**config.mk**
```make
export PLATFORM = sky130hd
export DESIGN_NAME = ppu_mul_stage
export DESIGN_NICKNAME = d
export VERILOG_FILES = /design/src/design/ppu_pkg.sv /design/src/design/ppu_mul_stage.sv
export SDC_FILE = /design/constraint.sdc
export NUM_CORES = 2
export LEC_CHECK = 0
export BUFFER_PORTS_ARGS = -buffer_cell sky130_fd_sc_hd__buf_2
export CORE_MARGIN = 2
export CORE_UTILIZATION = 47
export CTS_BUF_LIST = sky130_fd_sc_hd__clkbuf_16
export DETAILED_ROUTE_END_ITERATION = 10
export PLACE_DENSITY = 0.78
export SKIP_CTS_REPAIR_TIMING = 1
export SLEW_MARGIN = 25
export SYNTH_ARGS = -nofsm -noshare
export SYNTH_HDL_FRONTEND = slang
export SYNTH_SLANG_ARGS = --single-unit
```
**constraint.sdc**
```tcl
create_clock -name clk -period 29.9 [get_ports clk]
set_clock_uncertainty 0.1 [all_clocks]
set_input_delay 7.475 -clock clk [delete_from_list [all_inputs] [get_ports clk]]
set_output_delay 7.475 -clock clk [all_outputs]
set_load 0.05 [all_outputs]
```
**src/design/ppu_pkg.sv**
```systemverilog
// Shared types, codes, tables and saturation helpers for the particle update pipeline.
`default_nettype none

package ppu_pkg;

  // Particle type codes
  typedef logic [2:0] ptype_t;
  localparam ptype_t PTYPE_STATIC   = 3'd0;
  localparam ptype_t PTYPE_GRAV     = 3'd1;
  localparam ptype_t PTYPE_SLOWGRAV = 3'd2;
  localparam ptype_t PTYPE_FIRE     = 3'd3;
  localparam ptype_t PTYPE_EXPLODE  = 3'd4;
  localparam ptype_t PTYPE_EXPLODE2 = 3'd5;
  localparam ptype_t PTYPE_BLOB     = 3'd6;
  localparam ptype_t PTYPE_BLOB2    = 3'd7;

  // Configuration register indexes
  typedef logic [0:0] cfg_idx_t;
  localparam cfg_idx_t CFG_NOW_TIME   = 1'b0;
  localparam cfg_idx_t CFG_FRAME_TIME = 1'b1;

  // Fixed-point constants
  localparam int unsigned GRAV_PER_SEC = 40;        // gravity, units per second^2
  localparam logic [15:0] RAMP_LIMIT_FIRE = 16'h6000; // 6.0 in Q4.12
  localparam logic [15:0] RAMP_LIMIT_EXPL = 16'h8000; // 8.0 in Q4.12

  typedef struct packed {
    ptype_t              particle_type;
    logic signed [31:0]  pos_x;
    logic signed [31:0]  pos_y;
    logic signed [31:0]  pos_z;
    logic signed [31:0]  vel_x;
    logic signed [31:0]  vel_y;
    logic signed [31:0]  vel_z;
    logic [15:0]         ramp_pos;
    logic [31:0]         die_time;
    logic [7:0]          palette_index;
    logic                last;
  } in_item_t;

  typedef struct packed {
    logic                keep;
    ptype_t              out_type;
    logic signed [31:0]  new_pos_x;
    logic signed [31:0]  new_pos_y;
    logic signed [31:0]  new_pos_z;
    logic signed [31:0]  new_vel_x;
    logic signed [31:0]  new_vel_y;
    logic signed [31:0]  new_vel_z;
    logic [15:0]         new_ramp;
    logic [31:0]         new_die_time;
    logic [7:0]          new_color;
    logic                out_last;
  } out_item_t;

  // After the multiply stage: raw products of velocity and frame time
  typedef struct packed {
    in_item_t            item;
    logic                alive;
    logic signed [47:0]  prod_x;
    logic signed [47:0]  prod_y;
    logic signed [47:0]  prod_z;
    logic [13:0]         grav;
    logic [15:0]         step;
  } s1_t;

  // After the rounding stage: rounded deltas, velocity adjustments, ramp result
  typedef struct packed {
    in_item_t            item;
    logic                alive;
    logic signed [32:0]  delta_x;
    logic signed [32:0]  delta_y;
    logic signed [32:0]  delta_z;
    logic signed [34:0]  adj_x;
    logic signed [34:0]  adj_y;
    logic signed [34:0]  adj_z;
    logic signed [14:0]  grav_z;
    logic [15:0]         ramp;
    logic [31:0]         die_time;
    logic [7:0]          color;
  } s2_t;

  // Ramp speed in multiples of frame time; zero for types without a ramp
  function automatic logic [3:0] ramp_rate(input ptype_t t);
    logic [3:0] k;
    unique case (t)
      PTYPE_FIRE:     k = 4'd5;
      PTYPE_EXPLODE:  k = 4'd10;
      PTYPE_EXPLODE2: k = 4'd15;
      default:        k = 4'd0;
    endcase
    return k;
  endfunction

  function automatic logic [15:0] ramp_limit(input ptype_t t);
    logic [15:0] lim;
    unique case (t)
      PTYPE_FIRE: lim = RAMP_LIMIT_FIRE;
      default:    lim = RAMP_LIMIT_EXPL;
    endcase
    return lim;
  endfunction

  // Color ramp tables, indexed by the integer part of the ramp
  function automatic logic [7:0] ramp_color(input ptype_t t, input logic [2:0] idx);
    logic [7:0] c;
    unique case (t)
      PTYPE_FIRE: begin
        unique case (idx)
          3'd0: c = 8'h6d;
          3'd1: c = 8'h6b;
          3'd2: c = 8'h06;
          3'd3: c = 8'h05;
          3'd4: c = 8'h04;
          3'd5: c = 8'h03;
          default: c = 8'h00;
        endcase
      end
      PTYPE_EXPLODE2: begin
        unique case (idx)
          3'd0: c = 8'h6f;
          3'd1: c = 8'h6e;
          3'd2: c = 8'h6d;
          3'd3: c = 8'h6c;
          3'd4: c = 8'h6b;
          3'd5: c = 8'h6a;
          3'd6: c = 8'h68;
          default: c = 8'h66;
        endcase
      end
      default: begin
        unique case (idx)
          3'd0: c = 8'h6f;
          3'd1: c = 8'h6d;
          3'd2: c = 8'h6b;
          3'd3: c = 8'h69;
          3'd4: c = 8'h67;
          3'd5: c = 8'h65;
          3'd6: c = 8'h63;
          default: c = 8'h61;
        endcase
      end
    endcase
    return c;
  endfunction

  function automatic logic signed [31:0] sat_pos(input logic signed [33:0] x);
    logic signed [31:0] r;
    if (x > 34'sh0_7FFF_FFFF) begin
      r = 32'sh7FFF_FFFF;
    end else if (x < -34'sh0_8000_0000) begin
      r = 32'sh8000_0000;
    end else begin
      r = x[31:0];
    end
    return r;
  endfunction

  function automatic logic signed [31:0] sat_vel(input logic signed [35:0] x);
    logic signed [31:0] r;
    if (x > 36'sh0_7FFF_FFFF) begin
      r = 32'sh7FFF_FFFF;
    end else if (x < -36'sh0_8000_0000) begin
      r = 32'sh8000_0000;
    end else begin
      r = x[31:0];
    end
    return r;
  endfunction

endpackage

`default_nettype wire

```
**src/design/ppu_mul_stage.sv**
```systemverilog
// First pipeline stage: velocity-by-frame-time products, gravity, ramp step, death test.
`default_nettype none

module ppu_mul_stage (
  input  wire              clk,
  input  wire              rst_n,
  input  wire              up_valid,
  output logic             up_stall,
  input  ppu_pkg::in_item_t up_item,
  input  wire [31:0]       now_time,
  input  wire [15:0]       frame_time,
  output logic             dn_valid,
  input  wire              dn_stall,
  output ppu_pkg::s1_t     dn_data
);

  logic              valid_r;
  ppu_pkg::s1_t      data_r;
  ppu_pkg::s1_t      data_nxt;
  logic signed [16:0] ft_s;
  logic [21:0]       g40;
  logic [19:0]       kf;

  assign up_stall = valid_r & dn_stall;
  assign dn_valid = valid_r;
  assign dn_data  = data_r;

  // Products and per-frame constants
  always_comb begin
    ft_s = $signed({1'b0, frame_time});
    g40  = 22'(frame_time) * 22'(ppu_pkg::GRAV_PER_SEC) + 22'd128;
    kf   = 20'(ppu_pkg::ramp_rate(up_item.particle_type)) * 20'(frame_time) + 20'd8;
    data_nxt.item   = up_item;
    data_nxt.alive  = up_item.die_time > now_time;
    data_nxt.prod_x = up_item.vel_x * ft_s;
    data_nxt.prod_y = up_item.vel_y * ft_s;
    data_nxt.prod_z = up_item.vel_z * ft_s;
    data_nxt.grav   = g40[21:8];
    data_nxt.step   = kf[19:4];
  end

  always_ff @(posedge clk) begin
    if (!rst_n) begin
      valid_r <= 1'b0;
    end else if (!up_stall) begin
      valid_r <= up_valid;
    end
  end

  always_ff @(posedge clk) begin
    if (!up_stall && up_valid) begin
      data_r <= data_nxt;
    end
  end

endmodule

`default_nettype wire

```
==> impl_metrics.toml <==
[floorplan]
die_w_um = 390
row_count = 141
dieArea_um2 = 152000
initial_core_util_pct = 47.3
io_pins = 733
die_height_um = 390
core_area_um2 = 148000

[place]
pre_cts_slack_ns = 14.27
placed_area_um2 = 75100
place_hpwl_mm = 141
portBuffers = 732
gp_congestion = 0.927

[clocking]
clockBufferDepth = 3
cts_tree = "built"
clock-sinks = 428
htree_levels = 2
clock_latency_ns = 0.63
cts_made_buffers = 52
ctsRootBufferMaster = "clkbuf_16"
clk_pin_slew_ns = 0.06

[min_path]
hold_class = "reg -> reg"
hold_depth = 2

[sta]
fmax_mhz = 63.9
worst_pin_slew_ns = 1.08
relSlewSlack_pct = 28.1
period_share_pct = 52.3
hold_violations = 0
maxSlewViolCount = 0
rsz0062_at_grt = "no"
setup_slack_ns = 14.25
setup_violations = 0
fin_crit_ns = 15.65
final.setup.tns_ns = 0

[route]
dr.first_iter.drc_count = 3038
wl_per_cell_um = 19.3
wl_mm = 184
dr.pass1.iters = 8
dr_total_vias = 50000
viasPerCell = 5.26
final_antenna_net_count = 0
drc_errors = 0

[worst_setup_path]
startpoint = "dn_stall"
regToRegStartpoint = "dn_valid$_SDFFE_PN0N_"
crit_arrival_ns = 8.07
required_ns = 22.33
r2r_end = "dn_data[129]$_DFFE_PP_"
r2r_setup_slack_ns = 25.88
end_kind = "primary output"
critPathLaunchType = "input pin"
worstPathMaxFanout = 3
cp-endpoint = "up_stall"
ff2ff_path_depth = 5
worstSetupPathType = "in -> out"

[yosys]
synthFlopType = "edfxtp_1"
syn_inst = 7000
synth-edff-count = 427
avgSynthCellArea_um2 = 9.98
synth-seq-cells = 428
synthTopCellsByArea = "fa_1 42%, edfxtp_1 18%, inv_1 9.6%"
syn_nets = 9223
syn-cell-area_um2 = 69900
synth_commonest_cells = "1,788 x inv_1, 1,482 x fa_1, 944 x nand2_1"
ys_types = 75
synth_area_leader_cell = "fa_1"
yosysMostFrequentCell = "inv_1"
yosys_warnings = 0
synth_top_area_share_pct = 42.5
ys_seq_area_share_pct = 18.4
async_flop_share_pct = 0

[grt]
use_met1_pct = 29.8
grt.met2_usage_pct = 43.7
grt_pass1_wl_mm = 295
met3_usage_pct = 5.41
grt_usage_pct = 24.8
antenna_found_initial = 25
grt_overflow_total = 0
busiest_layer = "met2"
grt_max_degree = 155
grt_pass1_vias = 55000

[final_layout]
utilization_pct = 52.1
final_nets = 9748
syn2layout_area_growth_pct = 10.1
design_area_um2 = 76900
drive_above_1_share_pct = 11.6

[status]
status = "finished clean"

[flow_run]
maxCapViolations = 0
flip-flops by register name (all words and copies together), names as in the netlist:
name and count:
dn_data 427, dn_valid 1
through the flow:
step	hold WS, ns	cells
2_1_floorplan	1.05	7000
3_3_place_gp	0.547	9401
3_5_place_dp	0.564	9401
4_1_cts	0.585	9495
5_1_grt	0.595	9503
6_report	0.594	9504
cells in the final DEF (no fill, tap or decap), types with 6 or more instances in the layout:
master | synthesis | routed
a211oi_1 | 6 | 6
a21o_1 | 80 | 80
a21oi_1 | 146 | 146
a31oi_1 | 15 | 15
and2_1 | 721 | 721
and3_1 | 21 | 21
buf_2 | 0 | 718
buf_4 | 0 | 39
bufinv_16 | 0 | 9
clkbuf_16 | 0 | 53
clkinv_1 | 0 | 6
clkinv_2 | 0 | 8
clkinvlp_4 | 0 | 8
diode_2 | 0 | 9
edfxtp_1 | 427 | 427
fa_1 | 1482 | 1482
ha_1 | 437 | 437
inv_1 | 1788 | 1792
nand2_1 | 944 | 944
nand2b_1 | 20 | 20
nand3_1 | 35 | 35
nand3b_1 | 6 | 6
nand4_1 | 25 | 25
nor2_1 | 93 | 93
nor2b_1 | 27 | 25
nor3_1 | 25 | 25
o21a_1 | 30 | 30
o21ai_0 | 81 | 81
o21ai_1 | 15 | 15
o21bai_1 | 14 | 14
xnor2_1 | 125 | 125
xor2_1 | 49 | 49
worst min path at each step:
stage	from	end	slack (ns)
6_report	dn_valid$_SDFFE_PN0N_	dn_valid$_SDFFE_PN0N_	0.59
5_1_grt	dn_valid$_SDFFE_PN0N_	dn_valid$_SDFFE_PN0N_	0.60
4_1_cts	dn_valid$_SDFFE_PN0N_	dn_valid$_SDFFE_PN0N_	0.58
3_5_place_dp	dn_valid$_SDFFE_PN0N_	dn_valid$_SDFFE_PN0N_	0.56
3_3_place_gp	dn_valid$_SDFFE_PN0N_	dn_valid$_SDFFE_PN0N_	0.55
2_1_floorplan	dn_valid$_SDFFE_PN0N_	dn_valid$_SDFFE_PN0N_	1.05
metal layers:
layer  wire length [um]  part of all wire (%)  up-vias
met2              93100                    51     2221
met5                 49                 0.027        -
met3              16600                   9.1      462
met1              67200                    37    25600
met4               6760                   3.7        8
li1                   -                     -    21700
layout make-up:
type | count | area [um2]
fill | 12900 | 70700
multi-input combinational | 4497 | 49200
sequential | 428 | 12800
inverter | 1788 | 6710
timing repair buffer | 758 | 3910
tap | 1930 | 2410
clock buffer | 53 | 1330
clock inverter | 41 | 483
antenna | 9 | 22.5
cell families after synthesis:
logic type      count (synthesis)  synth area share [%]
mux                             1                0.0143
compound gates                461                  4.33
flops                         428                  18.4
buf+inv                      2075                  11.2
simple gates                 1942                  13.6
xor+xnor                      174                  2.18
fa+ha+maj                    1919                  50.3
critical path, cell delays in order:
cell    delay [ns]
buf_2         0.07
and2_1        0.22
buf_2         0.30
Power is left out: the tool's default activity adds up to more than one toggle a clock period on the data nets, which glitch-free logic cannot reach.
