**src/design/ppu_pkg.sv**
```systemverilog
// Shared types, codes, tables and saturation helpers for the particle update pipeline.
`default_nettype none

package ppu_pkg;

  // Particle type codes
  typedef logic [2:0] ptype_t;
  localparam ptype_t PTYPE_STATIC   = 3'd0;
  localparam ptype_t PTYPE_GRAV     = 3'd1;
  localparam ptype_t PTYPE_SLOWGRAV = 3'd2;
  localparam ptype_t PTYPE_FIRE     = 3'd3;
  localparam ptype_t PTYPE_EXPLODE  = 3'd4;
  localparam ptype_t PTYPE_EXPLODE2 = 3'd5;
  localparam ptype_t PTYPE_BLOB     = 3'd6;
  localparam ptype_t PTYPE_BLOB2    = 3'd7;

  // Configuration register indexes
  typedef logic [0:0] cfg_idx_t;
  localparam cfg_idx_t CFG_NOW_TIME   = 1'b0;
  localparam cfg_idx_t CFG_FRAME_TIME = 1'b1;

  // Fixed-point constants
  localparam int unsigned GRAV_PER_SEC = 40;        // gravity, units per second^2
  localparam logic [15:0] RAMP_LIMIT_FIRE = 16'h6000; // 6.0 in Q4.12
  localparam logic [15:0] RAMP_LIMIT_EXPL = 16'h8000; // 8.0 in Q4.12

  typedef struct packed {
    ptype_t              particle_type;
    logic signed [31:0]  pos_x;
    logic signed [31:0]  pos_y;
    logic signed [31:0]  pos_z;
    logic signed [31:0]  vel_x;
    logic signed [31:0]  vel_y;
    logic signed [31:0]  vel_z;
    logic [15:0]         ramp_pos;
    logic [31:0]         die_time;
    logic [7:0]          palette_index;
    logic                last;
  } in_item_t;

  typedef struct packed {
    logic                keep;
    ptype_t              out_type;
    logic signed [31:0]  new_pos_x;
    logic signed [31:0]  new_pos_y;
    logic signed [31:0]  new_pos_z;
    logic signed [31:0]  new_vel_x;
    logic signed [31:0]  new_vel_y;
    logic signed [31:0]  new_vel_z;
    logic [15:0]         new_ramp;
    logic [31:0]         new_die_time;
    logic [7:0]          new_color;
    logic                out_last;
  } out_item_t;

  // After the multiply stage: raw products of velocity and frame time
  typedef struct packed {
    in_item_t            item;
    logic                alive;
    logic signed [47:0]  prod_x;
    logic signed [47:0]  prod_y;
    logic signed [47:0]  prod_z;
    logic [13:0]         grav;
    logic [15:0]         step;
  } s1_t;

  // After the rounding stage: rounded deltas, velocity adjustments, ramp result
  typedef struct packed {
    in_item_t            item;
    logic                alive;
    logic signed [32:0]  delta_x;
    logic signed [32:0]  delta_y;
    logic signed [32:0]  delta_z;
    logic signed [34:0]  adj_x;
    logic signed [34:0]  adj_y;
    logic signed [34:0]  adj_z;
    logic signed [14:0]  grav_z;
    logic [15:0]         ramp;
    logic [31:0]         die_time;
    logic [7:0]          color;
  } s2_t;

  // Ramp speed in multiples of frame time; zero for types without a ramp
  function automatic logic [3:0] ramp_rate(input ptype_t t);
    logic [3:0] k;
    unique case (t)
      PTYPE_FIRE:     k = 4'd5;
      PTYPE_EXPLODE:  k = 4'd10;
      PTYPE_EXPLODE2: k = 4'd15;
      default:        k = 4'd0;
    endcase
    return k;
  endfunction

  function automatic logic [15:0] ramp_limit(input ptype_t t);
    logic [15:0] lim;
    unique case (t)
      PTYPE_FIRE: lim = RAMP_LIMIT_FIRE;
      default:    lim = RAMP_LIMIT_EXPL;
    endcase
    return lim;
  endfunction

  // Color ramp tables, indexed by the integer part of the ramp
  function automatic logic [7:0] ramp_color(input ptype_t t, input logic [2:0] idx);
    logic [7:0] c;
    unique case (t)
      PTYPE_FIRE: begin
        unique case (idx)
          3'd0: c = 8'h6d;
          3'd1: c = 8'h6b;
          3'd2: c = 8'h06;
          3'd3: c = 8'h05;
          3'd4: c = 8'h04;
          3'd5: c = 8'h03;
          default: c = 8'h00;
        endcase
      end
      PTYPE_EXPLODE2: begin
        unique case (idx)
          3'd0: c = 8'h6f;
          3'd1: c = 8'h6e;
          3'd2: c = 8'h6d;
          3'd3: c = 8'h6c;
          3'd4: c = 8'h6b;
          3'd5: c = 8'h6a;
          3'd6: c = 8'h68;
          default: c = 8'h66;
        endcase
      end
      default: begin
        unique case (idx)
          3'd0: c = 8'h6f;
          3'd1: c = 8'h6d;
          3'd2: c = 8'h6b;
          3'd3: c = 8'h69;
          3'd4: c = 8'h67;
          3'd5: c = 8'h65;
          3'd6: c = 8'h63;
          default: c = 8'h61;
        endcase
      end
    endcase
    return c;
  endfunction

  function automatic logic signed [31:0] sat_pos(input logic signed [33:0] x);
    logic signed [31:0] r;
    if (x > 34'sh0_7FFF_FFFF) begin
      r = 32'sh7FFF_FFFF;
    end else if (x < -34'sh0_8000_0000) begin
      r = 32'sh8000_0000;
    end else begin
      r = x[31:0];
    end
    return r;
  endfunction

  function automatic logic signed [31:0] sat_vel(input logic signed [35:0] x);
    logic signed [31:0] r;
    if (x > 36'sh0_7FFF_FFFF) begin
      r = 32'sh7FFF_FFFF;
    end else if (x < -36'sh0_8000_0000) begin
      r = 32'sh8000_0000;
    end else begin
      r = x[31:0];
    end
    return r;
  endfunction

endpackage

`default_nettype wire

```
**src/design/ppu_sum_stage.sv**
```systemverilog
// Third pipeline stage: saturating position and velocity sums into the output register.
`default_nettype none

module ppu_sum_stage (
  input  wire                clk,
  input  wire                rst_n,
  input  wire                up_valid,
  output logic               up_stall,
  input  ppu_pkg::s2_t       up_data,
  output logic               dn_valid,
  input  wire                dn_stall,
  output ppu_pkg::out_item_t dn_item
);

  logic               valid_r;
  ppu_pkg::out_item_t item_r;
  ppu_pkg::out_item_t item_nxt;
  ppu_pkg::in_item_t  src;

  assign up_stall = valid_r & dn_stall;
  assign dn_valid = valid_r;
  assign dn_item  = item_r;

  // Final sums, or a plain copy for a dropped particle
  always_comb begin
    src = up_data.item;
    item_nxt.out_type = src.particle_type;
    item_nxt.out_last = src.last;
    if (up_data.alive) begin
      item_nxt.keep      = 1'b1;
      item_nxt.new_pos_x = ppu_pkg::sat_pos(34'(src.pos_x) + 34'(up_data.delta_x));
      item_nxt.new_pos_y = ppu_pkg::sat_pos(34'(src.pos_y) + 34'(up_data.delta_y));
      item_nxt.new_pos_z = ppu_pkg::sat_pos(34'(src.pos_z) + 34'(up_data.delta_z));
      item_nxt.new_vel_x = ppu_pkg::sat_vel(36'(src.vel_x) + 36'(up_data.adj_x));
      item_nxt.new_vel_y = ppu_pkg::sat_vel(36'(src.vel_y) + 36'(up_data.adj_y));
      item_nxt.new_vel_z = ppu_pkg::sat_vel(36'(src.vel_z) + 36'(up_data.adj_z)
                                            + 36'(up_data.grav_z));
      item_nxt.new_ramp     = up_data.ramp;
      item_nxt.new_die_time = up_data.die_time;
      item_nxt.new_color    = up_data.color;
    end else begin
      item_nxt.keep         = 1'b0;
      item_nxt.new_pos_x    = src.pos_x;
      item_nxt.new_pos_y    = src.pos_y;
      item_nxt.new_pos_z    = src.pos_z;
      item_nxt.new_vel_x    = src.vel_x;
      item_nxt.new_vel_y    = src.vel_y;
      item_nxt.new_vel_z    = src.vel_z;
      item_nxt.new_ramp     = src.ramp_pos;
      item_nxt.new_die_time = src.die_time;
      item_nxt.new_color    = src.palette_index;
    end
  end

  always_ff @(posedge clk) begin
    if (!rst_n) begin
      valid_r <= 1'b0;
    end else if (!up_stall) begin
      valid_r <= up_valid;
    end
  end

  always_ff @(posedge clk) begin
    if (!up_stall && up_valid) begin
      item_r <= item_nxt;
    end
  end

endmodule

`default_nettype wire

```
**config.mk**
```make
export PLATFORM = sky130hd
export DESIGN_NAME = ppu_sum_stage
export DESIGN_NICKNAME = d
export VERILOG_FILES = /design/src/design/ppu_pkg.sv /design/src/design/ppu_sum_stage.sv
export SDC_FILE = /design/constraint.sdc
export NUM_CORES = 1
export LEC_CHECK = 0
export ABC_AREA = 1
export BUFFER_PORTS_ARGS = -buffer_cell sky130_fd_sc_hd__buf_2
export CELL_PAD_IN_SITES_DETAIL_PLACEMENT = 0
export CELL_PAD_IN_SITES_GLOBAL_PLACEMENT = 1
export CORE_AREA = 2 2 310 312
export CTS_CLUSTER_SIZE = 16
export DETAILED_ROUTE_END_ITERATION = 7
export DIE_AREA = 0 0 312 314
export PLACE_DENSITY = 0.74
export SETUP_SLACK_MARGIN = 0.15
export SYNTH_ARGS = -nofsm -noshare
export SYNTH_HDL_FRONTEND = slang
export SYNTH_SLANG_ARGS = --single-unit
```
**constraint.sdc**
```tcl
create_clock -name clk -period 11.5 [get_ports clk]
set_input_delay 0.575 -clock clk [delete_from_list [all_inputs] [get_ports clk]]
set_output_delay 0.575 -clock clk [all_outputs]
set_load 0.02 [all_outputs]
```
==> metrics.yaml, run 1 <==
start_kind: "input pin"
post-route-util_pct: 32.7
hold_path_class: "in -> reg"
worstMarginPinSlew_ns: 1.07
track_usage_pct: 20.3
dieArea_um2: 98000
die_h_um: 314
ant_nets: 0
maxSlewViolCount: 0
critical_path_depth: 13
combinationalPowerShare_pct: 41.1
antenna_found_initial: 27
io_pins: 787
fin_ws_ns: 7.48
seq_area_um2: 7620
n_fill_cell: 10600
cts_root_buf: "clkbuf_16"
grt_max_degree: 73
start_util_pct: 25.9
period_needed_ns: 4.02
num_vias: 25800
post-dp-hpwl_um: 85900
ys_async_sr_fraction_pct: 0
critPathArrivalTime_ns: 4.33
crit_required_ns: 11.81
syn-num-nets: 4205
cts_setup_buffers: 0
cap_viol_max_count: 0
pwr-share-seq_pct: 29.4
worstPathCellList: "buf_2, fa_1, ha_1, a21oi_1, a21boi_0, nand2_1, a21oi_1, nand4_1, nand2_1, nand3_1, a21oi_2, buf_4, a21oi_1"
insertion_delay_ns: 0.60
power_frac_clock_pct: 29.4
htree_levels: 2
rsz0062_at_grt: "no"
critPathCaptureType: "register"
relSlewSlack_pct: 28.7
cp_max_fo: 24
cpPeakStageDelay_ns: 0.63
cpMaxStageDelayCell: "buf_2"
synthCells: 3429
synth_area_leaders: "edfxtp_1 (31%), nand2_1 (19%), ha_1 (10%)"
syn_to_final_growth_pct: 26.4
gr-total-overflow: 0
core_area_um2: 94400
drt_iter0_markers: 1670
p_int_w: 0.00242
nNetsFinal: 4968
hold_buffers: 0
cts_tree: "yes"
ys_types: 46
leakage_nw: 15.2
drc: 0
routedWlPerCell_um: 18.8
period_share_pct: 35.0
cts_made_buffers: 38
synth.largest_area_cell: "edfxtp_1"
hold_depth: 1
peakVddDrop_uv: 100
routabilityCongestion: 0.909
power_density_nw_per_um2: 131
r2r_start: "dn_valid$_SDFFE_PN0N_"
status: "finished, final reports clean"
port_buffers: 786
r2r_end: "dn_item[61]$_DFFE_PP_"
critPathTopFamily: "compound AO/OA/AOI/OAI gates"
setup_viol: 0
routed_wl_um: 103000
power.total_w: 0.00406
hold_end: "dn_item[250]$_DFFE_PP_"
synth_edf_count: 253
r2r_slack_ns: 8.60
fp.dieW_um: 312
sw_frac_of_total_pct: 40.3
finalSetupTns_ns: 0
num_rows: 113
cp_num_buf_inv: 2
p_switching_w: 0.00163
clk_pin_slew_worst_paths_ns: 0.06
clock_skew_ns: 0.0264
fmax_mhz: 249
synth_area_um2: 24400
grt_pass1_vias: 25300
clk_path_buf_depth: 3
yosysSeqAreaShare_pct: 31.2
synth_top_area_share_pct: 31.1
cpMostUsedCell: "a21oi_1"
synth_ff_type: "edfxtp_1"
viasPerCell: 4.68
drive_above_1_share_pct: 21.5
dr.pass1.iters: 5
multi_input_area_um2: 15400
setup.worst_path.class: "in -> reg"
ff2ff_path_depth: 5
post_cts_resized: 0
finalHoldViolations: 0
dp_slack_ns: 6.90
yosys_warnings: 0
grt_first_pass_wirelength_um: 152000
numClockSinks: 254
ys_seq_elements: 254
syn_area_per_cell_um2: 7.13
hp-start: "up_data[526]"
layout by cell type (no fill, tap or decap), types with 4 or more instances in the layout:
cell / count
inv_1: 243
clkinv_1: 8
fa_1: 41
nand4_1: 24
ha_1: 203
nor4_1: 12
and2_1: 6
xor2_1: 108
nor2_2: 4
nand2_1: 1267
a21oi_1: 364
buf_4: 14
o21a_1: 7
nand3_2: 5
o21ai_0: 101
nand3_1: 105
nor2_1: 369
nand2_2: 24
diode_2: 14
a21o_1: 27
a21oi_2: 6
bufinv_16: 4
xnor2_1: 56
nor3_1: 39
inv_6: 4
nand3b_1: 6
o21bai_1: 29
buf_2: 785
a21boi_0: 9
o31ai_1: 4
clkinvlp_4: 7
a31oi_1: 14
clkbuf_16: 38
edfxtp_1: 253
logic make-up after synthesis:
logic type	share of synthesized area (%)
xor+xnor	5.88
fa+ha+maj	13.8
compound gates	13.0
buf+inv	5.73
simple gates	30.5
flops	31.2
per-stage QoR:
step	std cells	hold WS (ns)	area [um^2]
floorplan	3429	0.561	24400
global placement	5417	0.480	29600
detailed placement	5417	0.503	29600
CTS	5485	0.0994	30800
global route	5496	0.114	30900
finish	5499	0.155	30900
metal layers:
metal	GRT usage [%]	share of wire, %	up-vias
met1	26.1	44	11900
li1	-	-	12900
met4	6.29	2.9	16
met2	33.6	46	790
met5	0	0.096	-
met3	4.70	6.9	158
worst reg2reg max path, delay by kind of cell (launching register included):
kind / cells / cell delay [ns]
buf+inv: 3 / 1.83
flops: 1 / 0.30
simple gates: 2 / 0.27
registers in the layout (all words and copies together), names as in the netlist:
signal / flops
dn_item: 253
dn_valid: 1
cell usage after synthesis (29+ instances only):
master / count
nand2_1: 1267
nor2_1: 370
a21oi_1: 364
edfxtp_1: 253
inv_1: 243
ha_1: 203
xor2_1: 108
nand3_1: 105
o21ai_0: 101
xnor2_1: 56
fa_1: 41
nor3_1: 39
clkbuf_1: 37
o21bai_1: 29
worst max path at each step:
stage	slack, ns	start	end
after global routing	7.16	up_data[70]	dn_item[86]$_DFFE_PP_
final	7.48	up_data[70]	dn_item[86]$_DFFE_PP_
after detailed placement	6.90	up_data[70]	dn_item[75]$_DFFE_PP_
after CTS	7.53	up_data[70]	dn_item[75]$_DFFE_PP_
after global placement	6.94	up_data[70]	dn_item[75]$_DFFE_PP_
after floorplan	3.67	dn_stall	dn_item[0]$_DFFE_PP_
area by class of cell:
class	count	area share, %
Multi-Input combinational cell	2853	50.0
Sequential cell	254	24.7
Timing Repair Buffer	800	13.1
Tap cell	1265	5.13
Clock buffer	41	3.12
Inverter	245	2.99
Clock inverter	27	0.871
Antenna cell	14	0.113
power groups by stage:
stage,logic (W),clock network (W),registers (W)
floorplan,0.00101,0,0.00134
global placement,0.00167,0,0.00121
detailed placement,0.00167,0,0.00121
CTS,0.00168,0.00124,0.00119
global route,0.00187,0.00126,0.00120
finish,0.00167,0.00119,0.00119
No activity file was read; power rests on OpenSTA's default activity.
==> run 2, diff against run 1 <==
clock period = 3.5 ns   (was 11.5 ns; I/O delays follow)
==> metrics.yaml, run 2 (synthesized netlist as in run 1, its figures left out) <==
post-route-util_pct: 36.4
worstMarginPinSlew_ns: 0.881
gr-total-overflow: 0
p_switching_w: 0.00549
grt_pass1_vias: 27100
htree_levels: 2
syn_to_final_growth_pct: 40.7
layout_commonest_cell: "nand2_1"
critPathArrivalTime_ns: 3.51
largest_reg_flops: 253
combinationalPowerShare_pct: 43.1
cp_max_fo: 6
critPathTopFamily: "buffers and inverters"
cts_root_buf: "clkbuf_16"
grt_max_degree: 117
cts_tree: "yes"
drc: 0
cap_viol_max_count: 0
maxSlewViolCount: 0
routed_wl_um: 106000
fmax_mhz: 314
peakVddDrop_uv: 281
sw_frac_of_total_pct: 39.9
fp.dieW_um: 312
antenna_found_initial: 17
cpMaxStageDelayCell: "dlygate4sd3_1"
start_util_pct: 25.9
post-dp-hpwl_um: 86200
critPathCaptureType: "register"
numClockSinks: 254
grt_first_pass_wirelength_um: 158000
cp_num_buf_inv: 6
clk_path_buf_depth: 3
port_buffers: 786
viasPerCell: 4.65
hold_path_class: "in -> reg"
cpMostUsedCell: "nand2_1"
num_vias: 27100
pwr-share-seq_pct: 28.5
p_int_w: 0.00828
crit_required_ns: 3.83
drt_iter0_markers: 1813
io_pins: 787
cts_made_buffers: 38
cpPeakStageDelay_ns: 0.52
power.total_w: 0.0138
status: "finished, final reports clean"
setup.worst_path.class: "in -> reg"
leakage_nw: 16.8
relSlewSlack_pct: 41.2
nNetsFinal: 5310
dieArea_um2: 98000
finalHoldViolations: 0
setup_viol: 0
power_density_nw_per_um2: 401
final_cells: 5838
core_area_um2: 94400
n_fill_cell: 10200
final_cell_mix: "nand2_1 (1264), buf_2 (785), nor2_1 (369), a21oi_1 (363), dlygate4sd3_1 (302)"
rsz0062_at_grt: "no"
ant_nets: 0
routedWlPerCell_um: 18.1
dr.pass1.iters: 5
finalSetupTns_ns: 0
clock_skew_ns: 0.0223
insertion_delay_ns: 0.59
routabilityCongestion: 0.919
power_frac_clock_pct: 28.4
period_needed_ns: 3.18
clk_pin_slew_worst_paths_ns: 0.06
drive_above_1_share_pct: 21.1
hold_ws_ns: 0.0358
die_h_um: 314
start_kind: "input pin"
num_rows: 113
track_usage_pct: 20.6
worstPathCellList: "dlygate4sd3_1, buf_2, inv_1, fa_1, inv_1, ha_2, fa_2, nand2_1, nand2_1, and2_1, nand2_1, nand2_2, nand3_2, nand2_2, nand2_1, nand3_1, nand2_1, nand3_1, a21oi_4, buf_4, clkbuf_16, a21oi_1"
placed_cells: 5453
period_share_pct: 90.9
run 2: changes by cell type in the layout (fill, tap and decap cells not counted), sizes merged:
cell         delta
buf            +39
bufinv          -1
clkinv          +6
clkinvlp        -5
diode           -5
dlygate4sd3   +302
inv             +3
run 2: per-layer routing:
metal	vias to the layer above	part of all wire, %	track usage [%]
met2	788	48	35.8
met3	143	5.8	4.08
li1	13600	-	-
met4	12	2.5	5.28
met5	-	0.068	0
met1	12600	43	26.1
run 2: power by group through the flow:
stage / Sequential, W / Combinational (W) / Clock [W]
floorplan: 0.00439 / 0.00332 / 0
global placement: 0.00398 / 0.00557 / 0
detailed placement: 0.00398 / 0.00556 / 0
CTS: 0.00393 / 0.00589 / 0.00403
global route: 0.00395 / 0.00660 / 0.00411
finish: 0.00392 / 0.00594 / 0.00391
run 2: worst min-delay path: cells and delay by family:
| kind | cells | cell delay, ns |
|---|---|---|
| AOI/OAI and AO/OA | 1 | 0.16 |
| buffers and inverters | 1 | 0.10 |
| and+or+nand+nor | 1 | 0.05 |
run 2: what timing repair did:
action                                 CTS  global route
hold buffers                           302             0
endpoints found under the hold margin  246             0
setup endpoints to repair                0            52
resized for setup                        0            11
setup buffers                            0             2
run 2: final timing paths:
kind                         startpoint                      to  slack [ns]  cells past startpoint
setup / recovery           up_data[334]   dn_item[59]$_DFFE_PP_        0.32                     22
hold / removal             up_data[465]  dn_item[189]$_DFFE_PP_        0.04                      3
setup reg to reg  dn_valid$_SDFFE_PN0N_   dn_item[61]$_DFFE_PP_        1.43                      5
hold reg to reg   dn_valid$_SDFFE_PN0N_   dn_item[13]$_DFFE_PP_        0.83                      3
run 2: cell type report:
type / instances / area (um^2) / share of cell area (%)
Timing Repair Buffer: 1142 / 7520 / 21.9
Clock buffer: 40 / 958 / 2.79
Multi-Input combinational cell: 2853 / 15500 / 45.0
Inverter: 245 / 927 / 2.70
Tap cell: 1265 / 1580 / 4.60
Clock inverter: 30 / 279 / 0.812
Sequential cell: 254 / 7620 / 22.2
Antenna cell: 9 / 22.5 / 0.0655
run 2: metrics by stage:
stage,area [um^2],worst slack (ns)
floorplan,24500,-1.15
global placement,30000,0.0156
detailed placement,30000,-0.0701
CTS,34300,0.172
global route,34400,0.115
finish,34400,0.317
