[src/design/ppu_pkg.sv]
// Shared types, codes, tables and saturation helpers for the particle update pipeline.
`default_nettype none

package ppu_pkg;

  // Particle type codes
  typedef logic [2:0] ptype_t;
  localparam ptype_t PTYPE_STATIC   = 3'd0;
  localparam ptype_t PTYPE_GRAV     = 3'd1;
  localparam ptype_t PTYPE_SLOWGRAV = 3'd2;
  localparam ptype_t PTYPE_FIRE     = 3'd3;
  localparam ptype_t PTYPE_EXPLODE  = 3'd4;
  localparam ptype_t PTYPE_EXPLODE2 = 3'd5;
  localparam ptype_t PTYPE_BLOB     = 3'd6;
  localparam ptype_t PTYPE_BLOB2    = 3'd7;

  // Configuration register indexes
  typedef logic [0:0] cfg_idx_t;
  localparam cfg_idx_t CFG_NOW_TIME   = 1'b0;
  localparam cfg_idx_t CFG_FRAME_TIME = 1'b1;

  // Fixed-point constants
  localparam int unsigned GRAV_PER_SEC = 40;        // gravity, units per second^2
  localparam logic [15:0] RAMP_LIMIT_FIRE = 16'h6000; // 6.0 in Q4.12
  localparam logic [15:0] RAMP_LIMIT_EXPL = 16'h8000; // 8.0 in Q4.12

  typedef struct packed {
    ptype_t              particle_type;
    logic signed [31:0]  pos_x;
    logic signed [31:0]  pos_y;
    logic signed [31:0]  pos_z;
    logic signed [31:0]  vel_x;
    logic signed [31:0]  vel_y;
    logic signed [31:0]  vel_z;
    logic [15:0]         ramp_pos;
    logic [31:0]         die_time;
    logic [7:0]          palette_index;
    logic                last;
  } in_item_t;

  typedef struct packed {
    logic                keep;
    ptype_t              out_type;
    logic signed [31:0]  new_pos_x;
    logic signed [31:0]  new_pos_y;
    logic signed [31:0]  new_pos_z;
    logic signed [31:0]  new_vel_x;
    logic signed [31:0]  new_vel_y;
    logic signed [31:0]  new_vel_z;
    logic [15:0]         new_ramp;
    logic [31:0]         new_die_time;
    logic [7:0]          new_color;
    logic                out_last;
  } out_item_t;

  // After the multiply stage: raw products of velocity and frame time
  typedef struct packed {
    in_item_t            item;
    logic                alive;
    logic signed [47:0]  prod_x;
    logic signed [47:0]  prod_y;
    logic signed [47:0]  prod_z;
    logic [13:0]         grav;
    logic [15:0]         step;
  } s1_t;

  // After the rounding stage: rounded deltas, velocity adjustments, ramp result
  typedef struct packed {
    in_item_t            item;
    logic                alive;
    logic signed [32:0]  delta_x;
    logic signed [32:0]  delta_y;
    logic signed [32:0]  delta_z;
    logic signed [34:0]  adj_x;
    logic signed [34:0]  adj_y;
    logic signed [34:0]  adj_z;
    logic signed [14:0]  grav_z;
    logic [15:0]         ramp;
    logic [31:0]         die_time;
    logic [7:0]          color;
  } s2_t;

  // Ramp speed in multiples of frame time; zero for types without a ramp
  function automatic logic [3:0] ramp_rate(input ptype_t t);
    logic [3:0] k;
    unique case (t)
      PTYPE_FIRE:     k = 4'd5;
      PTYPE_EXPLODE:  k = 4'd10;
      PTYPE_EXPLODE2: k = 4'd15;
      default:        k = 4'd0;
    endcase
    return k;
  endfunction

  function automatic logic [15:0] ramp_limit(input ptype_t t);
    logic [15:0] lim;
    unique case (t)
      PTYPE_FIRE: lim = RAMP_LIMIT_FIRE;
      default:    lim = RAMP_LIMIT_EXPL;
    endcase
    return lim;
  endfunction

  // Color ramp tables, indexed by the integer part of the ramp
  function automatic logic [7:0] ramp_color(input ptype_t t, input logic [2:0] idx);
    logic [7:0] c;
    unique case (t)
      PTYPE_FIRE: begin
        unique case (idx)
          3'd0: c = 8'h6d;
          3'd1: c = 8'h6b;
          3'd2: c = 8'h06;
          3'd3: c = 8'h05;
          3'd4: c = 8'h04;
          3'd5: c = 8'h03;
          default: c = 8'h00;
        endcase
      end
      PTYPE_EXPLODE2: begin
        unique case (idx)
          3'd0: c = 8'h6f;
          3'd1: c = 8'h6e;
          3'd2: c = 8'h6d;
          3'd3: c = 8'h6c;
          3'd4: c = 8'h6b;
          3'd5: c = 8'h6a;
          3'd6: c = 8'h68;
          default: c = 8'h66;
        endcase
      end
      default: begin
        unique case (idx)
          3'd0: c = 8'h6f;
          3'd1: c = 8'h6d;
          3'd2: c = 8'h6b;
          3'd3: c = 8'h69;
          3'd4: c = 8'h67;
          3'd5: c = 8'h65;
          3'd6: c = 8'h63;
          default: c = 8'h61;
        endcase
      end
    endcase
    return c;
  endfunction

  function automatic logic signed [31:0] sat_pos(input logic signed [33:0] x);
    logic signed [31:0] r;
    if (x > 34'sh0_7FFF_FFFF) begin
      r = 32'sh7FFF_FFFF;
    end else if (x < -34'sh0_8000_0000) begin
      r = 32'sh8000_0000;
    end else begin
      r = x[31:0];
    end
    return r;
  endfunction

  function automatic logic signed [31:0] sat_vel(input logic signed [35:0] x);
    logic signed [31:0] r;
    if (x > 36'sh0_7FFF_FFFF) begin
      r = 32'sh7FFF_FFFF;
    end else if (x < -36'sh0_8000_0000) begin
      r = 32'sh8000_0000;
    end else begin
      r = x[31:0];
    end
    return r;
  endfunction

endpackage

`default_nettype wire

[src/design/ppu_round_stage.sv]
// Second pipeline stage: rounding of products, per-type velocity terms, color ramp.
`default_nettype none

module ppu_round_stage (
  input  wire          clk,
  input  wire          rst_n,
  input  wire          up_valid,
  output logic         up_stall,
  input  ppu_pkg::s1_t up_data,
  output logic         dn_valid,
  input  wire          dn_stall,
  output ppu_pkg::s2_t dn_data
);

  logic               valid_r;
  ppu_pkg::s2_t       data_r;
  ppu_pkg::s2_t       data_nxt;
  logic signed [48:0] p16_x, p16_y, p16_z;
  logic signed [48:0] p14_x, p14_y, p14_z;
  logic signed [34:0] t14_x, t14_y, t14_z;
  logic signed [34:0] g_ext;
  logic [16:0]        ramp_sum;
  logic [15:0]        ramp_sat;
  ppu_pkg::ptype_t    ptype;

  assign up_stall = valid_r & dn_stall;
  assign dn_valid = valid_r;
  assign dn_data  = data_r;

  // Round half up: add half an LSB, then drop the low bits (floor)
  always_comb begin
    p16_x = 49'(up_data.prod_x) + 49'sd32768;
    p16_y = 49'(up_data.prod_y) + 49'sd32768;
    p16_z = 49'(up_data.prod_z) + 49'sd32768;
    p14_x = 49'(up_data.prod_x) + 49'sd8192;
    p14_y = 49'(up_data.prod_y) + 49'sd8192;
    p14_z = 49'(up_data.prod_z) + 49'sd8192;
    t14_x = p14_x[48:14];
    t14_y = p14_y[48:14];
    t14_z = p14_z[48:14];
  end

  // Velocity terms and gravity by type, then the color ramp
  always_comb begin
    ptype = up_data.item.particle_type;
    g_ext = 35'(up_data.grav);
    data_nxt.item    = up_data.item;
    data_nxt.alive   = up_data.alive;
    data_nxt.delta_x = p16_x[48:16];
    data_nxt.delta_y = p16_y[48:16];
    data_nxt.delta_z = p16_z[48:16];
    data_nxt.adj_x   = '0;
    data_nxt.adj_y   = '0;
    data_nxt.adj_z   = '0;
    unique case (ptype)
      ppu_pkg::PTYPE_EXPLODE, ppu_pkg::PTYPE_BLOB: begin
        data_nxt.adj_x = t14_x;
        data_nxt.adj_y = t14_y;
        data_nxt.adj_z = t14_z;
      end
      ppu_pkg::PTYPE_EXPLODE2: begin
        data_nxt.adj_x = -35'($signed(p16_x[48:16]));
        data_nxt.adj_y = -35'($signed(p16_y[48:16]));
        data_nxt.adj_z = -35'($signed(p16_z[48:16]));
      end
      ppu_pkg::PTYPE_BLOB2: begin
        data_nxt.adj_x = -t14_x;
        data_nxt.adj_y = -t14_y;
      end
      default: begin
      end
    endcase
    unique case (ptype)
      ppu_pkg::PTYPE_STATIC: data_nxt.grav_z = '0;
      ppu_pkg::PTYPE_FIRE:   data_nxt.grav_z = 15'(g_ext);
      default:               data_nxt.grav_z = -15'(g_ext);
    endcase

    // Ramp advance, saturation, end of ramp and color lookup
    ramp_sum = 17'(up_data.item.ramp_pos) + 17'(up_data.step);
    ramp_sat = ramp_sum[16] ? 16'hFFFF : ramp_sum[15:0];
    data_nxt.ramp     = up_data.item.ramp_pos;
    data_nxt.die_time = up_data.item.die_time;
    data_nxt.color    = up_data.item.palette_index;
    if (ppu_pkg::ramp_rate(ptype) != 4'd0) begin
      data_nxt.ramp = ramp_sat;
      if (ramp_sat >= ppu_pkg::ramp_limit(ptype)) begin
        data_nxt.die_time = '0;
      end else begin
        data_nxt.color = ppu_pkg::ramp_color(ptype, ramp_sat[14:12]);
      end
    end
  end

  always_ff @(posedge clk) begin
    if (!rst_n) begin
      valid_r <= 1'b0;
    end else if (!up_stall) begin
      valid_r <= up_valid;
    end
  end

  always_ff @(posedge clk) begin
    if (!up_stall && up_valid) begin
      data_r <= data_nxt;
    end
  end

endmodule

`default_nettype wire

[config.mk]
export PLATFORM = sky130hd
export DESIGN_NAME = ppu_round_stage
export DESIGN_NICKNAME = d
export VERILOG_FILES = /design/src/design/ppu_pkg.sv /design/src/design/ppu_round_stage.sv
export SDC_FILE = /design/constraint.sdc
export NUM_CORES = 1
export LEC_CHECK = 0
export BUFFER_PORTS_ARGS = -buffer_cell sky130_fd_sc_hd__buf_2
export CAP_MARGIN = 30
export CORE_AREA = 5 5 367 369
export DETAILED_ROUTE_END_ITERATION = 10
export DIE_AREA = 0 0 372 374
export GPL_TIMING_DRIVEN = 0
export PLACE_DENSITY = 0.53
export SETUP_SLACK_MARGIN = 0.05
export SYNTH_ARGS = -nofsm -noshare
export SYNTH_HDL_FRONTEND = slang
export SYNTH_SLANG_ARGS = --single-unit
[constraint.sdc]
create_clock -name clk -period 45.9 [get_ports clk]
set_input_delay 2.295 -clock clk [delete_from_list [all_inputs] [get_ports clk]]
set_output_delay 2.295 -clock clk [all_outputs]
set_load 0.03 [all_outputs]
==> reports/metrics.yaml, run 1 <==
endpoint: "dn_data[30]"
nFillCells: 13916
setup_viol: 0
crit_path_start_kind: "input pin"
antenna_left: 0
drtIter0Drc: 2359
timing.rr.start: "dn_valid"
synth_edf_count: 528
setup_slack_ns: 38.59
post_dp_cell_area_sq_um: 34900
design_area_sq_um: 37300
worstSetupPathType: "input pin to flip-flop"
cp-startpoint: "up_data[216]"
min_period_over_period: 0.159
path_buf_inv: 5
p_leak_nw: 14.0
worst_ep_required_time_ns: 46.25
yosysUniqueCellTypes: 93
drc_errors: 0
crit_chain: "buf_2 > ha_1 > fa_1 > a21o_1 > nand4_1 > a31oi_1 > a2111oi_0 > nor3_1 > nor3_1 > inv_1 > ha_1 > nand4_1 > nor3_1 > o211ai_1 > nor4_1 > nand4_1 > a21boi_1 > buf_4 > clkbuf_1 > buf_8 > nor2b_1"
final_max_slew_viol_count: 0
placed_cells: 5114
cts_buffer_depth: 3
synth_area_sq_um: 27800
die_x_microns: 372
initial_core_util: 0.212
dp_hpwl_mm: 133
grt_pass1_vias: 23853
fin_cells: 5293
worst_path_largest_cell_delay_ns: 0.72
grt_overflow: 0
critPathCaptureType: "flip-flop"
outcome: "finished clean"
syn_to_final_growth_pct: 34.3
holdBufCountCts: 0
cts_inserted_buffers: 70
nets: 3894
topRoutingLayerUsed: "met5"
ctsResizeCount: 0
max_freq_mhz: 137
cts_sinks: 529
fin_skew_ns: 0.0262
arrival_ns: 7.66
yosys-top-cells-area: "edfxtp_1, xnor2_1, xor2_1"
vias: 25049
rows: 133
cts_setup_buffers: 0
pin_count: 961
clock_latency_ns: 0.66
via_per_inst: 4.73
root_buffer: "clkbuf_16"
coreArea_sq_um: 131000
fp.dieH_microns: 374
grt_max_degree: 36
synth_seq_cells: 529
wl_met2_mm: 77.4
path_delay_family: "simple AND/OR/NAND/NOR gates"
grtUsageTotal: 0.216
synth.yosys.seq_area_share: 0.572
max-cap-violations: 0
wl_met1_mm: 57.4
die_area_sq_um: 139000
worstRegToRegCells: 8
maxSlewHeadroom: 0.297
powerDensity_nw_per_um2: 37.1
worst_pin_slew_ns: 1.04
finalSetupTns_ns: 0
drive_gt1_frac: 0.313
r2r_slack_ns: 43.11
route.met3.wl_mm: 15.2
cp_slowest_cell: "a2111oi_0"
timing_hold_violations_final: 0
synth_ff_type: "edfxtp_1"
htreeDepth: 3
min_path_type: "flip-flop to flip-flop"
drt-wirelength-per-cell_microns: 29.7
synth_top_area_cell: "edfxtp_1"
place_congestion: 0.949
netlist.area_leader.share: 0.571
critPathMaxFanout: 7
cts_tree: "done"
rsz0062_at_grt: "false"
syn_nets: 2905
syn-mean-instance-area_sq_um: 11.4
synth-async-reset-ratio: 0
antenna_found_initial: 128
hold_slack_ns: 0.695
worst-path-stages: 21
drt-pass1-iter-count: 6
grt_pass1_wl_mm: 206
ir_drop_mv: 0.0185
worstReg2RegEnd: "dn_data[37]"
synthCells: 2442
drt_wl_total_mm: 157
period_needed_ns: 7.31
io_buffers: 884
dp_slack_ns: 38.07
clk_pin_slew_worst_paths_ns: 0.05
ys.warnings.count: 0
[Yosys cell counts, types with 6 or more instances]
library cell    n
nand3_1       101
nand4_1        68
nor2b_1        45
nand2b_1       16
o211ai_1       15
nor3_1         80
a22oi_1         9
nand2_1       190
edfxtp_1      528
o22ai_1        39
a21oi_1        71
a2111oi_0       9
mux2i_1        32
xor2_1        117
and3_1         29
a31oi_1        17
nand3b_1        7
a21o_1         14
nor4_2          7
and2_1         37
inv_1          70
and4_1         21
a211oi_1       14
o221ai_1       17
or2_2          15
or4_1          23
o21ai_1         6
ha_1           31
or3_1          23
xnor2_1       184
clkbuf_1      100
o21a_1         13
o21ai_0        75
buf_1           9
a221oi_1       14
a221o_1         6
buf_2          14
nor4_1         45
nor2_1        202
o31ai_1        18
[metal layers]
metal / track usage / vias up
met5: 0 / -
met4: 0.0842 / 30
met3: 0.0699 / 302
met2: 0.376 / 1261
met1: 0.244 / 12222
li1: - / 11234
[how the worst min path moves through the flow]
stage / start / depth (start not counted) / to
global placement: dn_valid / 2 / dn_valid
CTS: dn_valid / 2 / dn_valid
finish: dn_valid / 2 / dn_valid
global route: dn_valid / 2 / dn_valid
floorplan: dn_valid / 2 / dn_valid
detailed placement: dn_valid / 2 / dn_valid
[tightest hold or removal path, delay by kind of cell (launching register included)]
kind | cells | cell delay, ns
compound gates | 1 | 0.14
simple gates | 1 | 0.20
flops | 1 | 0.32
[flip-flops by register name, indices dropped and copies added (netlist names)]
register / flops
dn_data: 528
dn_valid: 1
[placed cells by master, fill, tap and decap left out, types with 45 or more instances in the layout]
master,synthesis,routed
edfxtp_1,528,528
o21ai_0,75,75
buf_2,14,901
xnor2_1,184,184
nor3_1,80,80
nand4_1,68,68
clkbuf_16,0,71
nor4_1,45,45
nand3_1,101,101
clkbuf_1,100,111
xor2_1,117,117
diode_2,0,54
inv_1,70,70
nand2_1,190,190
nor2_1,202,202
a21oi_1,71,71
[report_power, final]
| group | leakage (nW) | switching (mW) | internal (mW) | total (mW) |
|---|---|---|---|---|
| registers | 5.15 | 0.0111 | 0.572 | 0.583 |
| clock network | 1.08 | 0.235 | 0.306 | 0.541 |
| logic | 7.74 | 0.188 | 0.0714 | 0.259 |
| total | 14.0 | 0.434 | 0.949 | 1.38 |
[cells by family (layout without fill, tap and decap cells)]
family | count (synthesis) | in the layout | synth area share
flops | 529 | 529 | 0.572
mux | 36 | 36 | 0.0132
simple gates | 947 | 947 | 0.180
buf+inv | 200 | 1242 | 0.0286
xor+xnor | 302 | 302 | 0.0955
other cells | 0 | 54 | 0
fa+ha+maj | 32 | 32 | 0.0147
compound gates | 396 | 396 | 0.0968
[through the flow]
stage / utilization / power, mW
6_report: 0.285 / 1.38
5_1_grt: 0.285 / 1.44
4_1_cts: 0.284 / 1.40
3_5_place_dp: 0.267 / 0.853
3_3_place_gp: 0.263 / 0.882
2_1_floorplan: - / 0.759
[final cells by class]
cell class                 count  area [sq um]  share of cell area
clock buffer                  82          1820              0.0487
buffer                       129           528              0.0142
clock inverter                43           394              0.0106
antenna                       54           135             0.00362
timing repair buffer         917          4970               0.133
sequential                   529         15900               0.426
inverter                      71           267             0.00715
tap                         1755          2200              0.0589
multi-input combinational   1713         11100               0.298
(Power assumes the default switching activity.)
==> run 2: changes to the inputs <==
--- a/config.mk
+++ b/config.mk
@@ -7,11 +7,11 @@
 export LEC_CHECK = 0
 export BUFFER_PORTS_ARGS = -buffer_cell sky130_fd_sc_hd__buf_2
 export CAP_MARGIN = 30
-export CORE_AREA = 5 5 367 369
+export CORE_AREA = 5 5 370 372
 export DETAILED_ROUTE_END_ITERATION = 10
-export DIE_AREA = 0 0 372 374
+export DIE_AREA = 0 0 375 377
 export GPL_TIMING_DRIVEN = 0
-export PLACE_DENSITY = 0.53
+export PLACE_DENSITY = 0.52
 export SETUP_SLACK_MARGIN = 0.05
 export SYNTH_ARGS = -nofsm -noshare
 export SYNTH_HDL_FRONTEND = slang
==> constraint.sdc (replaced) <==
create_clock -name clk -period 7.5 [get_ports clk]
set_input_delay 0.375 -clock clk [delete_from_list [all_inputs] [get_ports clk]]
set_output_delay 0.375 -clock clk [all_outputs]
set_load 0.03 [all_outputs]
==> run 2 against run 1 <==
Cell count rose by 4.6%. First-iteration DRC count increased by 0.42%. Via count up 4.1%. Setup slack lost 37 ns. Total power grew to 6.3 times the previous value. Flip-flop and latch count unchanged. Final area rose by 6.8%.
==> reports/metrics.yaml, run 2 (same netlist as run 1, synthesis figures left out) <==
crit_chain: "dlygate4sd3_1 > buf_2 > ha_1 > fa_1 > a21o_1 > nand4_1 > a31oi_1 > a2111oi_0 > nor3_1 > nor3_1 > inv_1 > ha_1 > nand4_1 > nor3_1 > o211ai_1 > nor4_1 > nand4_1 > a21boi_1 > buf_6 > clkbuf_1 > buf_6 > nor2b_1"
worstSetupPathType: "input pin to flip-flop"
cts_inserted_buffers: 70
hp-start: "up_data[426]"
place_congestion: 0.933
worst_pin_slew_ns: 1.00
max_freq_mhz: 160
grt_pass1_vias: 25285
drt-pass1-iter-count: 6
antenna_left: 0
cts_setup_buffers: 0
largest_reg_flops: 528
worst_path_largest_cell_delay_ns: 0.69
grtUsageTotal: 0.210
fin_cells: 5534
worstReg2RegEnd: "dn_data[92]"
finalSetupTns_ns: 0
die_x_microns: 375
cts_tree: "done"
die_area_sq_um: 141000
cts_buffer_depth: 3
clock_latency_ns: 0.65
period_needed_ns: 6.25
max-cap-violations: 0
holdPathStages: 1
setup_slack_ns: 1.25
dp_slack_ns: 1.18
final_cell_mix: "buf_2, edfxtp_1, dlygate4sd3_1"
root_buffer: "clkbuf_16"
timing.rr.start: "dn_valid"
timing_hold_violations_final: 0
grt_max_degree: 36
grt_overflow: 0
arrival_ns: 6.62
worst_ep_required_time_ns: 7.87
min_period_over_period: 0.833
setup_viol: 0
coreArea_sq_um: 133000
drt_wl_total_mm: 156
final_max_slew_viol_count: 0
critPathCaptureType: "flip-flop"
drtIter0Drc: 2369
nFillCells: 13948
endpoint: "dn_data[37]"
grt_pass1_wl_mm: 208
cp_slowest_cell: "nor3_1"
initial_core_util: 0.209
drt-wirelength-per-cell_microns: 28.2
placed_cells: 5122
htreeDepth: 3
dp_hpwl_mm: 129
power_mw: 8.74
drc_errors: 0
fp.dieH_microns: 377
cp-startpoint: "up_data[216]"
final_common_cell: "buf_2"
io_buffers: 884
vias: 26071
fin_skew_ns: 0.0192
drive_gt1_frac: 0.292
via_per_inst: 4.71
nets: 4141
syn_to_final_growth_pct: 43.5
worstRegToRegCells: 8
pin_count: 961
rows: 134
antenna_found_initial: 92
holdBufCountCts: 252
ctsResizeCount: 0
clk_pin_slew_worst_paths_ns: 0.06
ir_drop_mv: 0.135
outcome: "finished clean"
min_path_type: "input pin to flip-flop"
rsz0062_at_grt: "false"
crit_path_start_kind: "input pin"
maxSlewHeadroom: 0.326
cts_sinks: 529
powerDensity_nw_per_um2: 219
r2r_slack_ns: 4.75
p_leak_nw: 15.0
critPathMaxFanout: 8
[run 2: power breakdown]
group / internal [mW] / switching, mW
Combinational: 0.522 / 1.18
Clock: 2.02 / 1.44
Sequential: 3.50 / 0.0737
Total: 6.05 / 2.70
[run 2: metal layers]
layer / GRT usage / part of all wire / routed length (microns)
met5: 0 / 0.0013 / 197
met4: 0.0767 / 0.039 / 6120
met2: 0.364 / 0.49 / 76400
met3: 0.0646 / 0.094 / 14700
met1: 0.245 / 0.38 / 58700
[run 2: layout make-up]
cell class / instances / area [sq um] / share of cell area
Multi-Input combinational cell: 1713 / 11100 / 0.279
Clock inverter: 43 / 479 / 0.0120
Inverter: 71 / 267 / 0.00669
Timing Repair Buffer: 1164 / 7430 / 0.187
Tap cell: 1768 / 2210 / 0.0555
Clock buffer: 84 / 1850 / 0.0464
Buffer: 129 / 528 / 0.0133
Sequential cell: 529 / 15900 / 0.399
Antenna cell: 33 / 82.6 / 0.00207
[run 2: how the worst min path moves through the flow]
| stage | end | slack, ns |
|---|---|---|
| finish | dn_data[527] | 0.05 |
| global route | dn_data[527] | 0.01 |
| CTS | dn_data[527] | 0.001 |
| detailed placement | dn_data[398] | 0.55 |
| global placement | dn_data[487] | 0.55 |
| floorplan | dn_data[275] | 0.47 |
[run 2: metrics by stage]
stage / cell area [sq um] / utilization / hold slack (ns)
3_5_place_dp: 34900 / 0.263 / 0.553
4_1_cts: 39800 / 0.299 / 0.00116
5_1_grt: 39800 / 0.299 / 0.0125
3_3_place_gp: 34400 / 0.259 / 0.551
6_report: 39800 / 0.300 / 0.0493
2_1_floorplan: 27800 / - / 0.474
[run 2: critical path, delay by kind of cell]
| kind | cells | cell delay [ns] |
|---|---|---|
| adder cells (fa/ha/maj) | 3 | 0.99 |
| buffers and inverters | 6 | 1.86 |
| AO/OA/AOI/OAI | 5 | 1.51 |
| AND/OR/NAND/NOR | 8 | 1.86 |
==> run 3: changes to the inputs <==
==> constraint.sdc (replaced) <==
create_clock -name clk -period 6.5 [get_ports clk]
set_input_delay 0.325 -clock clk [delete_from_list [all_inputs] [get_ports clk]]
set_output_delay 0.325 -clock clk [all_outputs]
set_load 0.03 [all_outputs]
==> run 3 against run 2 <==
Critical path depth fell by 2. Via count down 0.20%. Combinational power grew 15%. Register-to-register slack worse by 1.0 ns. Utilization rose by 0.060 points. Setup slack got worse by 0.71 ns. Total power grew 15%. Wire length hardly changed. Largest power group unchanged.
==> reports/metrics.yaml, run 3 (same netlist as run 1, synthesis figures left out) <==
drc_errors: 0
ir_drop_mv: 0.155
clk_pin_slew_worst_paths_ns: 0.06
initial_core_util: 0.209
clock_latency_ns: 0.65
pwr-share-seq: 0.408
timing_hold_violations_final: 0
place_congestion: 0.933
coreArea_sq_um: 133000
hp-start: "up_data[16]"
largest_reg_flops: 528
r2r_slack_ns: 3.74
htreeDepth: 3
drt_wl_total_mm: 156
power_mw: 10.1
timing.rr.start: "dn_valid"
die_x_microns: 375
antenna_found_initial: 92
worstSetupPathType: "input pin to flip-flop"
antenna_left: 0
arrival_ns: 6.33
worst_pin_slew_ns: 1.02
worstRegToRegCells: 8
critPathMaxFanout: 10
via_per_inst: 4.70
pin_count: 961
p_comb_frac: 0.196
fin_skew_ns: 0.0205
root_buffer: "clkbuf_16"
max-cap-violations: 0
final_cell_mix: "buf_2, edfxtp_1, dlygate4sd3_1"
grt_max_degree: 36
crit_path_start_kind: "input pin"
grt_overflow: 0
clkPwrFrac: 0.396
cts_setup_buffers: 0
path_delay_family: "buffers and inverters"
worst_ep_required_time_ns: 6.87
p_int_mw: 6.98
rsz0062_at_grt: "false"
setup_viol: 0
die_area_sq_um: 141000
vias: 26020
nFillCells: 13938
final_max_slew_viol_count: 0
switching_share: 0.309
fp.dieH_microns: 377
cts_inserted_buffers: 70
maxSlewHeadroom: 0.320
grt_pass1_wl_mm: 208
p_leak_nw: 15.1
cts_sinks: 529
powerDensity_nw_per_um2: 253
drt-pass1-iter-count: 6
worst_path_largest_cell_delay_ns: 0.54
worst-path-stages: 20
outcome: "finished clean"
cts_tree: "done"
min_path_type: "input pin to flip-flop"
drtIter0Drc: 2242
dp_hpwl_mm: 129
min_period_over_period: 0.916
crit_chain: "dlygate4sd3_1 > buf_2 > ha_1 > and2_1 > a221o_1 > a221oi_1 > o31a_1 > clkbuf_1 > nand2_1 > ha_1 > nand4_1 > nor3_1 > o211ai_1 > nor4_1 > nand4_1 > a21boi_1 > buf_6 > clkbuf_1 > buf_6 > nor2b_1"
cts_buffer_depth: 3
syn_to_final_growth_pct: 43.7
p_sw_mw: 3.12
period_needed_ns: 5.95
grt_pass1_vias: 25304
worstReg2RegEnd: "dn_data[92]"
finalSetupTns_ns: 0
rows: 134
drive_gt1_frac: 0.292
final_common_cell: "buf_2"
min_to: "dn_data[56]"
grtUsageTotal: 0.210
max_freq_mhz: 168
cp_slowest_cell: "a221oi_1"
nets: 4149
path_buf_inv: 6
holdPathStages: 3
drt-wirelength-per-cell_microns: 28.2
critPathCaptureType: "flip-flop"
io_buffers: 884
-- run 3: cell count changes in the layout (fill, tap and decap cells not counted), sizes merged --
cell | before | now
diode | 33 | 31
dlygate4sd3 | 252 | 260
-- run 3: per-layer routing --
layer	GRT usage	vias up	routed length (microns)
met5	0	-	189
met4	0.0772	28	6080
met3	0.0650	263	14500
met2	0.364	1266	76400
met1	0.244	12753	58800
li1	-	11710	-
-- run 3: metrics by stage --
step	worst slack [ns]	hold slack [ns]	std cells	util	instance area (sq um)
after CTS	0.317	0.00471	5509	0.300	39800
after floorplan	-2.33	0.424	2442	-	27800
final	0.546	0.0800	5540	0.300	39900
after global placement	-6.73	0.501	5094	0.259	34400
after global routing	0.121	0.0431	5529	0.300	39900
after detailed placement	0.234	0.503	5122	0.263	34900
-- run 3: timing repair --
action                                  4_1_cts  5_1_grt
endpoints found under the setup margin        0       14
hold endpoints to repair                    291        0
hold buffers                                260        0
resized for setup                             0        1
-- run 3: area by class of cell --
cell class | instances | area (sq um) | area share
Sequential cell | 529 | 15900 | 0.398
Multi-Input combinational cell | 1713 | 11100 | 0.279
Timing Repair Buffer | 1172 | 7510 | 0.188
Tap cell | 1768 | 2210 | 0.0554
Clock buffer | 84 | 1850 | 0.0463
Buffer | 129 | 528 | 0.0132
Clock inverter | 43 | 479 | 0.0120
Inverter | 71 | 267 | 0.00668
Antenna cell | 31 | 77.6 | 0.00194
-- run 3: how the worst max path moves through the flow --
stage | end | slack [ns] | startpoint
final | dn_data[37] | 0.55 | up_data[226]
after detailed placement | dn_data[37] | 0.23 | up_data[226]
after CTS | dn_data[37] | 0.32 | up_data[216]
after global routing | dn_data[37] | 0.12 | up_data[216]
after global placement | dn_data[484] | -6.73 | up_valid
after floorplan | dn_data[0] | -2.33 | dn_valid
-- run 3: power groups by stage --
stage | logic [mW] | clock network, mW | registers [mW]
2_1_floorplan | 0.582 | 0 | 4.67
3_3_place_gp | 1.79 | 0 | 4.27
3_5_place_dp | 1.83 | 0 | 4.19
4_1_cts | 1.99 | 4.14 | 4.13
5_1_grt | 2.10 | 4.26 | 4.14
6_report | 1.97 | 4.00 | 4.12
-- run 3: worst min-delay path: cells and delay by family --
kind / cells / cell delay (ns)
AND/OR/NAND/NOR: 1 / 0.10
buffers and inverters: 2 / 0.19
